$ cat src/rtl/core/itmr_pkg.sv
// types, codes and constants of the injection timing meter and regulator
package itmr_pkg;

	localparam int AVG_LEN_DEF = 2;

	localparam int DIV_W = 28;
	localparam int DVS_W = 16;

	localparam int SPEED_NUM     = 1250000;
	localparam int SPEED_MIN     = 100;
	localparam int ANGLE_SCALE   = 3600;
	localparam int ROUND_ADD     = 5;
	localparam int ROUND_DIV     = 10;
	localparam int FOLD_LIMIT    = 180;
	localparam int FOLD_BASE     = 360;
	localparam int DRIVE_MAX     = 2550;
	localparam int RPM_STEP      = 800;
	localparam int SET_OFFSET    = 8;
	localparam int ERR_STEP      = 10;
	localparam int ERR_LIMIT     = 20;
	localparam int ERR_REG_LIMIT = 5;
	localparam int FAULT_LIMIT   = 2;
	// floor(x * DUTY_RECIP / 2^16) equals x / 10 for x up to the drive maximum
	localparam int DUTY_RECIP    = 6554;

	// reciprocal multiply, exact for any 16-bit dividend
	localparam int RND_SHIFT = 20;
	localparam int RND_RECIP = ((1 << RND_SHIFT) + ROUND_DIV - 1) / ROUND_DIV;
	localparam int RPM_SHIFT = 26;
	localparam int RPM_RECIP = ((1 << RPM_SHIFT) + RPM_STEP - 1) / RPM_STEP;

	localparam logic [7:0]  GAIN_POS_RST = 8'd4;
	localparam logic [7:0]  GAIN_NEG_RST = 8'd1;
	localparam logic [7:0]  GAIN_INT_RST = 8'd0;
	localparam logic [15:0] SCALE_RST    = 16'd10000;

	typedef enum logic [1:0] {
		OP_INJ   = 2'd0,
		OP_CRANK = 2'd1,
		OP_OVF   = 2'd2,
		OP_TICK  = 2'd3
	} op_t;

	typedef enum logic [1:0] {
		CFG_GAIN_POS = 2'd0,
		CFG_GAIN_NEG = 2'd1,
		CFG_GAIN_INT = 2'd2,
		CFG_SCALE    = 2'd3
	} cfg_idx_t;

	typedef struct packed {
		logic [1:0]  operation;
		logic [15:0] timer_value;
	} in_item_t;

	typedef struct packed {
		logic [15:0] angle_shown;
		logic        angle_negative;
		logic [15:0] engine_speed;
		logic [7:0]  duty;
		logic        fault;
	} out_item_t;

	typedef struct packed {
		logic             start;
		logic [DIV_W-1:0] dividend;
		logic [DVS_W-1:0] divisor;
	} div_req_t;

endpackage

$ cat src/rtl/core/itmr_div.sv
// restoring divider, one quotient bit per cycle
module itmr_div (
	input  logic                          clk,
	input  logic                          arst_n,
	input  itmr_pkg::div_req_t            req,
	output logic                          done,
	output logic [itmr_pkg::DIV_W-1:0]    quot
);
	import itmr_pkg::*;

	localparam int CW = $clog2(DIV_W + 1);

	logic [DIV_W-1:0] dvd_q;
	logic [DVS_W-1:0] dvs_q;
	logic [DVS_W:0]   rem_q;
	logic [CW-1:0]    cnt_q;
	logic             busy_q;
	logic             done_q;
	logic [DVS_W:0]   trial;
	logic             qbit;

	assign trial = {rem_q[DVS_W-1:0], dvd_q[DIV_W-1]};
	assign qbit  = (trial >= {1'b0, dvs_q});

	always_ff @(posedge clk or negedge arst_n) begin
		if (!arst_n) begin
			busy_q <= 1'b0;
			done_q <= 1'b0;
			cnt_q  <= '0;
		end else if (req.start) begin
			busy_q <= 1'b1;
			done_q <= 1'b0;
			cnt_q  <= CW'(DIV_W);
		end else if (busy_q) begin
			cnt_q <= cnt_q - 1'b1;
			if (cnt_q == CW'(1)) begin
				busy_q <= 1'b0;
				done_q <= 1'b1;
			end
		end else begin
			done_q <= 1'b0;
		end
	end

	always_ff @(posedge clk) begin
		if (req.start) begin
			dvd_q <= req.dividend;
			dvs_q <= req.divisor;
			rem_q <= '0;
		end else if (busy_q) begin
			rem_q <= qbit ? (trial - {1'b0, dvs_q}) : trial;
			dvd_q <= {dvd_q[DIV_W-2:0], qbit};
		end
	end

	assign done = done_q;
	assign quot = dvd_q;

endmodule

$ cat src/rtl/core/injection_timing_meter_and_regulator_top.sv
// top level of the injection timing meter and regulator
//
//  channel | direction | handshake             | payload
//  in      | input     | in_valid / in_ready   | in_item (operation, timer_value)
//  out     | output    | out_valid / out_ready | out_item (angle, sign, speed, duty, fault)
//  cfg     | input     | cfg_valid / cfg_ready | cfg_index, cfg_data
//
// one item at a time; injector pulse, overflow and a crank pulse with a short
// period go straight to the output, a crank pulse with a valid period waits on
// a divider pass, a control tick with a period runs a divider pass, rounding,
// averaging and multiplier steps, without one the check and multiplier steps
// the shared bit-serial divider sets the time of the items that use it
// reset clears the sequencer state and loads the register defaults; cfg is always ready
// a result waits in the output register while the next item is taken

module injection_timing_meter_and_regulator_top #(
	parameter int AVERAGE_LEN = itmr_pkg::AVG_LEN_DEF
) (
	input  logic                clk,
	input  logic                arst_n,
	input  logic                in_valid,
	output logic                in_ready,
	input  itmr_pkg::in_item_t  in_item,
	output logic                out_valid,
	input  logic                out_ready,
	output itmr_pkg::out_item_t out_item,
	input  logic                cfg_valid,
	output logic                cfg_ready,
	input  logic [1:0]          cfg_index,
	input  logic [15:0]         cfg_data
);
	import itmr_pkg::*;

	localparam int SCW       = $clog2(AVERAGE_LEN + 1);
	// average by reciprocal multiply
	localparam int AVG_SH    = 16 + $clog2(AVERAGE_LEN);
	localparam int AVG_RECIP = ((1 << AVG_SH) + AVERAGE_LEN - 1) / AVERAGE_LEN;

	// one-hot sequencer states
	typedef enum logic [13:0] {
		S_IDLE = 14'b00000000000001,
		S_SPD  = 14'b00000000000010,
		S_MD   = 14'b00000000000100,
		S_DA   = 14'b00000000001000,
		S_WA   = 14'b00000000010000,
		S_WR   = 14'b00000000100000,
		S_WV   = 14'b00000001000000,
		S_CHK  = 14'b00000010000000,
		S_WS   = 14'b00000100000000,
		S_M1   = 14'b00001000000000,
		S_M2   = 14'b00010000000000,
		S_M3   = 14'b00100000000000,
		S_DRV  = 14'b01000000000000,
		S_OUT  = 14'b10000000000000
	} state_t;

	state_t state_q;

	// configuration registers
	logic [7:0]  gain_pos_q, gain_neg_q, gain_int_q;
	logic [15:0] scale_q;

	// measurement and regulator state
	logic [15:0]    period_q, offset_q, speed_q, sum_q, avg_q, acc_q;
	logic           started_q, ended_q, sign_q;
	logic [4:0]     err_q;
	logic [SCW-1:0] cnt_q;
	logic [11:0]    drive_q;
	logic signed [9:0]  e_q;
	logic signed [18:0] p_q;

	// shared divider
	div_req_t         div_req_q;
	logic             div_done;
	logic [DIV_W-1:0] div_quot;

	// shared multiplier, registered product
	logic signed [16:0] mul_a, mul_b;
	logic signed [33:0] mul_q;

	// output register
	out_item_t out_q;
	logic      out_valid_q;

	// angle path helpers
	logic [15:0]  rnd_q;
	logic [32:0]  rnd_prod;
	logic [32:0]  rpm_prod;
	logic [32:0]  avg_prod;
	logic [15:0]  angle;
	logic         fold;
	logic [15:0]  sum_n;
	logic         avg_full;
	logic [9:0]   setpoint;
	logic signed [27:0] drv_n;
	logic [24:0]  duty_prod;

	itmr_div u_div (
		.clk    (clk),
		.arst_n (arst_n),
		.req    (div_req_q),
		.done   (div_done),
		.quot   (div_quot)
	);

	assign in_ready  = (state_q == S_IDLE);
	assign cfg_ready = 1'b1;
	assign out_valid = out_valid_q;
	assign out_item  = out_q;

	// rounding to whole degrees, divide by ten via reciprocal
	assign rnd_prod = 33'(16'(div_quot[15:0] + 16'(ROUND_ADD))) * 33'(RND_RECIP);

	// fold past half turn, running sum
	assign fold     = (rnd_q > 16'(FOLD_LIMIT));
	assign angle    = fold ? 16'(16'(FOLD_BASE) - rnd_q) : rnd_q;
	assign sum_n    = sum_q + angle;
	assign avg_full = (({1'b0, cnt_q} + 1'b1) >= (SCW + 1)'(AVERAGE_LEN));
	assign avg_prod = 33'(sum_q) * 33'(AVG_RECIP);

	// setpoint from speed, divide by rpm step via reciprocal
	assign rpm_prod = 33'(speed_q) * 33'(RPM_RECIP);
	assign setpoint = 10'(rpm_prod >> RPM_SHIFT) + 10'(SET_OFFSET);

	// drive minus regulator output, formed wide then clamped
	assign drv_n = {16'b0, drive_q} - ({{9{p_q[18]}}, p_q} + mul_q[27:0]);

	// duty by reciprocal multiply
	assign duty_prod = 25'(drive_q) * 25'(DUTY_RECIP);

	// multiplier operand select
	always_comb begin
		mul_a = '0;
		mul_b = '0;
		case (state_q)
			S_MD: begin
				mul_a = {1'b0, 16'(period_q - offset_q)};
				mul_b = 17'(ANGLE_SCALE);
			end
			S_M1: begin
				mul_a = {{7{e_q[9]}}, e_q};
				mul_b = {1'b0, scale_q};
			end
			S_M2: begin
				mul_a = {9'b0, (e_q[9] ? gain_neg_q : gain_pos_q)};
				mul_b = {{7{e_q[9]}}, e_q};
			end
			S_M3: begin
				mul_a = {9'b0, gain_int_q};
				mul_b = {acc_q[15], acc_q};
			end
			default: begin
				mul_a = '0;
				mul_b = '0;
			end
		endcase
	end

	always_ff @(posedge clk) begin
		mul_q <= mul_a * mul_b;
	end

	// configuration writes
	always_ff @(posedge clk or negedge arst_n) begin
		if (!arst_n) begin
			gain_pos_q <= GAIN_POS_RST;
			gain_neg_q <= GAIN_NEG_RST;
			gain_int_q <= GAIN_INT_RST;
			scale_q    <= SCALE_RST;
		end else if (cfg_valid) begin
			case (cfg_index)
				CFG_GAIN_POS: gain_pos_q <= cfg_data[7:0];
				CFG_GAIN_NEG: gain_neg_q <= cfg_data[7:0];
				CFG_GAIN_INT: gain_int_q <= cfg_data[7:0];
				CFG_SCALE:    scale_q    <= cfg_data;
				default:      scale_q    <= scale_q;
			endcase
		end
	end

	// sequencer and state updates
	always_ff @(posedge clk or negedge arst_n) begin
		if (!arst_n) begin
			state_q     <= S_IDLE;
			period_q    <= '0;
			offset_q    <= '0;
			started_q   <= 1'b0;
			ended_q     <= 1'b0;
			err_q       <= '0;
			speed_q     <= '0;
			sign_q      <= 1'b0;
			sum_q       <= '0;
			cnt_q       <= '0;
			avg_q       <= '0;
			acc_q       <= '0;
			drive_q     <= '0;
			rnd_q       <= '0;
			div_req_q   <= '0;
			out_valid_q <= 1'b0;
		end else begin
			div_req_q.start <= 1'b0;
			if (out_valid_q && out_ready)
				out_valid_q <= 1'b0;

			case (state_q)
				S_IDLE: begin
					if (in_valid) begin
						case (in_item.operation)
							OP_INJ: begin
								if (!started_q && ended_q) begin
									period_q <= in_item.timer_value;
									err_q    <= '0;
								end else begin
									period_q <= '0;
								end
								started_q <= 1'b1;
								ended_q   <= 1'b0;
								state_q   <= S_OUT;
							end
							OP_CRANK: begin
								if (started_q && !ended_q) begin
									offset_q  <= in_item.timer_value;
									started_q <= 1'b0;
									ended_q   <= 1'b1;
								end
								if (period_q > 16'(SPEED_MIN)) begin
									div_req_q.start    <= 1'b1;
									div_req_q.dividend <= DIV_W'(SPEED_NUM);
									div_req_q.divisor  <= period_q;
									state_q            <= S_SPD;
								end else begin
									state_q <= S_OUT;
								end
							end
							OP_OVF: begin
								if (err_q < 5'(ERR_LIMIT))
									err_q <= err_q + 5'(ERR_STEP);
								state_q <= S_OUT;
							end
							OP_TICK: begin
								if (period_q != '0) begin
									err_q   <= '0;
									state_q <= S_MD;
								end else begin
									state_q <= S_CHK;
								end
							end
							default: state_q <= S_OUT;
						endcase
					end
				end
				S_SPD: begin
					// speed = quotient * 12, low 16 bits
					if (div_done) begin
						speed_q <= 16'({div_quot[15:0], 3'b0} + {1'b0, div_quot[15:0], 2'b0});
						state_q <= S_OUT;
					end
				end
				S_MD: state_q <= S_DA;
				S_DA: begin
					div_req_q.start    <= 1'b1;
					div_req_q.dividend <= mul_q[DIV_W-1:0];
					div_req_q.divisor  <= period_q;
					state_q            <= S_WA;
				end
				S_WA: begin
					// round to whole degrees
					if (div_done) begin
						rnd_q   <= 16'(rnd_prod >> RND_SHIFT);
						state_q <= S_WR;
					end
				end
				S_WR: begin
					sign_q <= fold;
					sum_q  <= sum_n;
					if (avg_full) begin
						state_q <= S_WV;
					end else begin
						cnt_q   <= cnt_q + 1'b1;
						state_q <= S_CHK;
					end
				end
				S_WV: begin
					avg_q   <= 16'(avg_prod >> AVG_SH);
					sum_q   <= '0;
					cnt_q   <= '0;
					state_q <= S_CHK;
				end
				S_CHK: begin
					// regulator runs only with few faults and a folded angle
					if (err_q < 5'(ERR_REG_LIMIT) && sign_q)
						state_q <= S_WS;
					else
						state_q <= S_OUT;
				end
				S_WS: begin
					e_q     <= $signed(setpoint) - $signed({{2{avg_q[7]}}, avg_q[7:0]});
					state_q <= S_M1;
				end
				S_M1: state_q <= S_M2;
				S_M2: begin
					acc_q   <= acc_q + mul_q[15:0];
					state_q <= S_M3;
				end
				S_M3: begin
					p_q     <= mul_q[18:0];
					state_q <= S_DRV;
				end
				S_DRV: begin
					if (drv_n < 0)
						drive_q <= '0;
					else if (drv_n > 28'(DRIVE_MAX))
						drive_q <= 12'(DRIVE_MAX);
					else
						drive_q <= drv_n[11:0];
					state_q <= S_OUT;
				end
				S_OUT: begin
					// wait until the output register is free
					if (!out_valid_q || out_ready) begin
						out_valid_q <= 1'b1;
						state_q     <= S_IDLE;
					end
				end
				default: state_q <= S_IDLE;
			endcase
		end
	end

	// result payload
	always_ff @(posedge clk) begin
		if (state_q == S_OUT && (!out_valid_q || out_ready)) begin
			out_q.angle_shown    <= avg_q;
			out_q.angle_negative <= sign_q;
			out_q.engine_speed   <= speed_q;
			out_q.duty           <= duty_prod[23:16];
			out_q.fault          <= (err_q > 5'(FAULT_LIMIT));
		end
	end

endmodule

$ cat config.mk
export PLATFORM = sky130hd
export DESIGN_NAME = injection_timing_meter_and_regulator_top
export DESIGN_NICKNAME = d
export VERILOG_FILES = /design/src/rtl/core/itmr_pkg.sv /design/src/rtl/core/itmr_div.sv /design/src/rtl/core/injection_timing_meter_and_regulator_top.sv
export SDC_FILE = /design/constraint.sdc
export NUM_CORES = 2
export LEC_CHECK = 0
export ABC_AREA = 1
export BUFFER_PORTS_ARGS = -buffer_cell sky130_fd_sc_hd__buf_2
export CORE_AREA = 2 2 250 252
export DETAILED_ROUTE_END_ITERATION = 8
export DIE_AREA = 0 0 252 254
export MAX_ROUTING_LAYER = met4
export PLACE_DENSITY = 0.95
export SYNTH_ARGS = -nofsm -noshare
export SYNTH_HDL_FRONTEND = slang
export SYNTH_SLANG_ARGS = --single-unit
$ cat constraint.sdc
create_clock -name clk -period 11.4 [get_ports clk]
set_input_delay 2.28 -clock clk [delete_from_list [all_inputs] [get_ports clk]]
set_output_delay 2.28 -clock clk [all_outputs]
set_load 0.1 [all_outputs]
### Word level (Yosys, flattened, before mapping)

Index checks and enable logic that the tools add are counted.

| word-level totals | value |
|---|---|
| output and inout bits | 45 |
| input bits | 41 |
| register bits after elaboration | 395 |
| logic and storage cells | 176 |

| operators by class | value |
|---|---|
| equality and inequality tests | 33 |
| reduce and logical (&&, ||, !) cells | 33 |
| $mul | 4 |
| add/subtract/negate cells | 15 |
| muxes and demuxes | 46 |
| order comparisons | 9 |

Operators by type and width:

| kind | count |
|---|---|
| $pmux 14 s14 | 1 |
| $pmux 17 s4 | 2 |
| $mux 45 | 3 |
| $pmux 45 s2 | 1 |
| $mux 14 | 6 |
| $mux 28 | 2 |
| $add 16x16->16 | 3 |
| $mux 16 | 3 |
| $pmux 14 s3 | 1 |
| $mul 16x17->33 const B | 1 |
| $mul 16x16->32 const B | 1 |
| $pmux 16 s2 | 1 |
| $sub 16x16->16 | 2 |
| $add 28x28->28 | 1 |
| $gt 28x13->1 const B | 1 |
| $lt 28x1->1 const B | 1 |
| $mul 17x17->28 | 1 |
| $sub 12x28->28 | 1 |
| $mux 5 | 5 |
| $mux 12 | 2 |
| $mux 8 | 3 |
| $mul 12x12->23 const B | 1 |
| $reduce_and 2->1 | 9 |
| $ge 17x16->1 | 1 |
| 50 further kinds | 87 |

### Depth between registers and ports, before layout

| logic depth | value |
|---|---|
| depth after elaboration | 5 |
| mapped depth | 40 |
| gate-level depth less buffers | 40 |

### By module

A second synthesis with hierarchy kept.

| second synthesis, totals | value |
|---|---|
| cell total of the unflattened synthesis | 5208 |
| area total of the unflattened synthesis | 43332.8 µm² |

Modules (own cells, without submodules):

| module | instances | cells each | seq. area each (µm²) | area an instance (µm²) |
|---|---|---|---|---|
| injection_timing_meter_and_regulator_top | 1 | 4711 | 8293.0 | 39474.1 |
| itmr_div | 1 | 497 | 1816.7 | 3858.7 |

### Worst setup path after synthesis

Ideal clock, no wire load.

| path | value |
|---|---|
| kind | register -> register |
| start point | reg period_q[0] |
| end point | reg mul_q[25] |
| library setup time | 0.119 ns |
| arrival | 6.772 ns |
| data required time | 11.281 ns |
| stages on the path, launching flop included | 34 |
| setup slack | 4.509 ns |
| buffers on the path | 0 |
| clock period less this slack | 6.891 ns |
| cells stage by stage | dfrtp_1 > inv_1 > ha_1 > fa_1 > inv_1 > nand2_1 > nand2_1 > a21oi_1 > o31ai_1 > a21oi_1 > or2_2 > nand3_1 > nand2_1 > inv_1 > nor2_1 > fa_1 > inv_1 > fa_1 > fa_1 > inv_1 > fa_1 > fa_1 > inv_1 > fa_1 > inv_1 > ha_1 > nand2_1 > nor2_1 > nand2_1 > o21ai_0 > a21oi_1 > o21ai_0 > a21oi_1 > xnor2_1 |

| on the way | value |
|---|---|
| word-level cells in the longest chain between the ends | 3 |

RTL lines:

| item | line | RTL |
|---|---|---|
| start: declaration | injection_timing_meter_and_regulator_top.sv:64 | `logic [15:0] period_q, offset_q, speed_q, sum_q, avg_q, acc_q;` |
| start signal: assignment | injection_timing_meter_and_regulator_top.sv:211 | `period_q <= in_item.timer_value;` |
| $sub 16x16->16 | injection_timing_meter_and_regulator_top.sv:137 | `mul_a = {1'b0, 16'(period_q - offset_q)};` |
| $pmux 17 s4 | injection_timing_meter_and_regulator_top.sv:135 | `case (state_q)` |
| $mul 17x17->28 | injection_timing_meter_and_regulator_top.sv:160 | `mul_q <= mul_a * mul_b;` |
| end signal: assignment | injection_timing_meter_and_regulator_top.sv:160 |  |
| end: declaration | injection_timing_meter_and_regulator_top.sv:79 | `logic signed [33:0] mul_q;` |

Every way passes these cells.
A chain may end at the register's enable or synchronous reset.

### Worst setup path after layout

| path | value |
|---|---|
| start point | reg state_q[13] |
| end point | reg mul_q[27] |

| on the way | value |
|---|---|
| word-level cells in the longest chain between the ends | 3 |
| elaborated cells on any way between the ends | 7 |
| classes of those cells | mul: 1; eq/ne: 4; mux: 2 |

RTL lines:

| item | line | RTL |
|---|---|---|
| start: declaration | injection_timing_meter_and_regulator_top.sv:57 | `state_t state_q;` |
| start signal: assignment | injection_timing_meter_and_regulator_top.sv:184 | `state_q <= S_IDLE;` |
| start signal: assignment | injection_timing_meter_and_regulator_top.sv:218 | `state_q <= S_OUT;` |
| start signal: assignment | injection_timing_meter_and_regulator_top.sv:230 | `state_q <= S_SPD;` |
| $eq 14x12->1, or another cell as far along | injection_timing_meter_and_regulator_top.sv:135 |  |
| $pmux 17 s4 | injection_timing_meter_and_regulator_top.sv:135 |  |
| $mul 17x17->28 (*) | injection_timing_meter_and_regulator_top.sv:160 |  |

Mark *: on every way between the ends. The rest lies on a longest branch, timed or not.

==> flow_metrics.py <==
metrics = {
    "logic_synthesis": {
        "ys_seq_area_share_pct": 23.7,
        "synth_top_cell_area_share_pct": 21.8,
        "synth_area_leaders": "fa_1 (22%), ha_1 (16%), dfrtp_1 (13%), inv_1 (10%), edfxtp_1 (7.9%)",
        "syn_avg_cell_area_sq_um": 8.54,
        "postSynthCellCount": 4987,
        "async_reset_ff_share_pct": 60.0,
        "ys_ff_latch": 390,
        "yosysWarningCount": 0,
        "synthFlopType": "dfrtp_1",
        "synth_area_sq_um": 42600,
        "synth-edff-count": 112,
        "synth_area_leader_cell": "fa_1",
        "synth.distinct_cells": 70,
    },
    "worst_setup_path": {
        "arrival_ns": 8.77,
        "crit_slowest_cell": "fa_1",
        "critPathKind": "flip-flop to flip-flop",
        "cpMostUsedCell": "nand2_1",
        "endpoint": "mul_q[27]$_DFF_P_",
        "timing.rr.start": "state_q[13]$_DFFE_PN0P_",
        "slowest_delay_ns": 0.77,
        "required_ns": 11.87,
        "r2r-end": "mul_q[27]$_DFF_P_",
        "cp_max_fo": 20,
        "rrSetupSlack_ns": 3.10,
        "start_kind": "flip-flop",
        "r2r_cells": 31,
        "worstSetupEndpointType": "flip-flop",
        "startpoint": "state_q[13]$_DFFE_PN0P_",
    },
    "global_routing": {
        "grt_pass1_wl_um": 187000,
        "grt_max_degree": 73,
        "grt_overflow": 0,
        "grt_pass1_vias": 36100,
        "antenna_found_initial": 1,
        "track_usage_pct": 38.4,
    },
    "floorplan": {
        "dieArea_sq_um": 64000,
        "fp-row-count": 91,
        "core_area_sq_um": 61300,
        "boundaryPins": 86,
        "fp.dieH_um": 254,
        "start_util_pct": 69.5,
        "die_w_um": 252,
    },
    "sta": {
        "finalCritPeriodShare_pct": 72.8,
        "fmax_mhz": 120,
        "skew_ns": 0.0191,
        "fin_setup_tns_ns": 0,
        "maxSlewViolCount": 0,
        "finalCriticalPeriod_ns": 8.30,
        "rsz0062_at_grt": "false",
        "hold_viol_final": 0,
        "slew_headroom_pct": 12.1,
        "setup_violations": 0,
        "worst_pin_slew_ns": 1.31,
    },
    "cts": {
        "cts_setup_buffers": 0,
        "insertion_delay_ns": 0.58,
        "h-tree-depth": 2,
        "cts_tree": "yes",
        "clk_pin_slew_ns": 0.06,
        "numCtsBuffers": 40,
        "postCtsHoldBufs": 0,
        "cts_resized": 0,
        "cts_buffer_depth": 3,
        "clock-sinks": 390,
        "root_buffer": "clkbuf_16",
    },
    "placed_design": {
        "dp_hpwl_um": 93700,
        "place_congestion": 1.05,
        "io_buffers": 81,
    },
    "detailed_routing": {
        "firstDrtPassIters": 6,
        "routed_wl_um": 117000,
        "vias": 35300,
        "first_iter_violations": 3581,
        "viasPerCell": 5.99,
        "postRouteAntennaNets": 0,
        "drc": 0,
        "post_drt_wl_per_cell_um": 19.9,
    },
    "final_layout": {
        "nets": 6119,
        "area_delta_synth_final_pct": 5.89,
        "fillerInstances": 4163,
        "layout_common_cells": "inv_1 (1167), nand2_1 (837), ha_1 (553)",
        "regArea_sq_um": 10100,
        "layout-drive-gt1-share_pct": 5.11,
        "multiInputGateArea_sq_um": 27700,
        "layout_commonest_cell": "inv_1",
    },
    "status": {
        "status": "completed",
    },
    "min_path": {
        "hold_path.class": "flip-flop to flip-flop",
        "worstHoldStart": "mul_q[17]$_DFF_P_",
    },
    "run": {
        "maxCapViolations": 0,
    },
}
## registers in the layout (all words and copies together) (netlist names), 10 cells and up
name / flops
offset_q: 16
scale_q: 16
u_div.rem_q: 16
rnd_q: 13
sum_q: 16
mul_q: 28
div_req_q: 45
period_q: 16
speed_q: 14
state_q: 14
drive_q: 12
acc_q: 16
p_q: 19
avg_q: 15
u_div.dvs_q: 16
out_item: 39
e_q: 10
u_div.quot: 28
## per-layer routing
metal  track usage [%]  vias to the layer above  share of wire, %  wire length, um
met5                 -                        -                 0                0
met4              24.3                        0               7.5             8750
met3              6.31                      596               8.7            10100
met2              62.6                     2049                48            55600
met1              44.7                    16800                36            42500
li1                  -                    15800                 -                -
## worst max-delay path: cells and delay by family, from the launching register on
kind            cells  cell delay (ns)
compound gates      1             0.25
fa+ha+maj           7             3.96
buf+inv             9             1.49
flops               1             0.41
simple gates       14             2.05
## final cells by class
class | count | share of cell area, %
timing repair buffer | 99 | 1.22
antenna | 1 | 0.00555
sequential | 390 | 22.4
inverter | 1186 | 9.88
tap | 790 | 2.19
clock buffer | 56 | 2.47
clock inverter | 17 | 0.314
multi-input combinational | 3345 | 61.5
## cell usage after synthesis, types with 41 or more instances
| cell | number |
|---|---|
| fa_1 | 463 |
| inv_1 | 1167 |
| a21oi_1 | 229 |
| dfrtp_1 | 226 |
| nor2_1 | 332 |
| nand4_1 | 53 |
| dfxtp_1 | 44 |
| clkbuf_1 | 41 |
| ha_1 | 553 |
| nand2_1 | 837 |
| xor2_1 | 100 |
| edfxtp_1 | 112 |
| o21ai_0 | 277 |
| nand3_1 | 163 |
## stage by stage
step / hold WS (ns) / instances / util (%) / cell area [sq um] / setup WS [ns]
6_report: 0.443 / 5884 / 73.6 / 45100 / 3.10
5_1_grt: 0.454 / 5884 / 73.6 / 45100 / 2.66
4_1_cts: 0.437 / 5883 / 73.6 / 45100 / 3.24
3_5_place_dp: 0.426 / 5810 / 71.6 / 43800 / 3.27
3_3_place_gp: 0.412 / 5810 / 71.6 / 43800 / 3.58
2_1_floorplan: 0.408 / 4989 / - / 42600 / 4.51
## worst min-delay path by stage
stage / cells after the start / slack [ns] / end
after floorplan: 0 / 0.41 / p_q[16]$_DFFE_PP_
after global placement: 0 / 0.41 / p_q[16]$_DFFE_PP_
after detailed placement: 0 / 0.43 / p_q[17]$_DFFE_PP_
after CTS: 0 / 0.44 / p_q[17]$_DFFE_PP_
after global routing: 0 / 0.45 / p_q[16]$_DFFE_PP_
final: 0 / 0.44 / p_q[17]$_DFFE_PP_
## cells by family after synthesis
logic type,share of synthesized area [%]
muxes,0.476
DFF,23.7
other,0.0176
adders and majority gates,38.0
AOI/OAI and AO/OA,8.92
xor gates and xnor gates,2.86
and+or+nand+nor,14.8
buffers and inverters,11.2
Power is left out: the tool's default activity adds up to more than one toggle a clock period on the data nets, which glitch-free logic cannot reach.
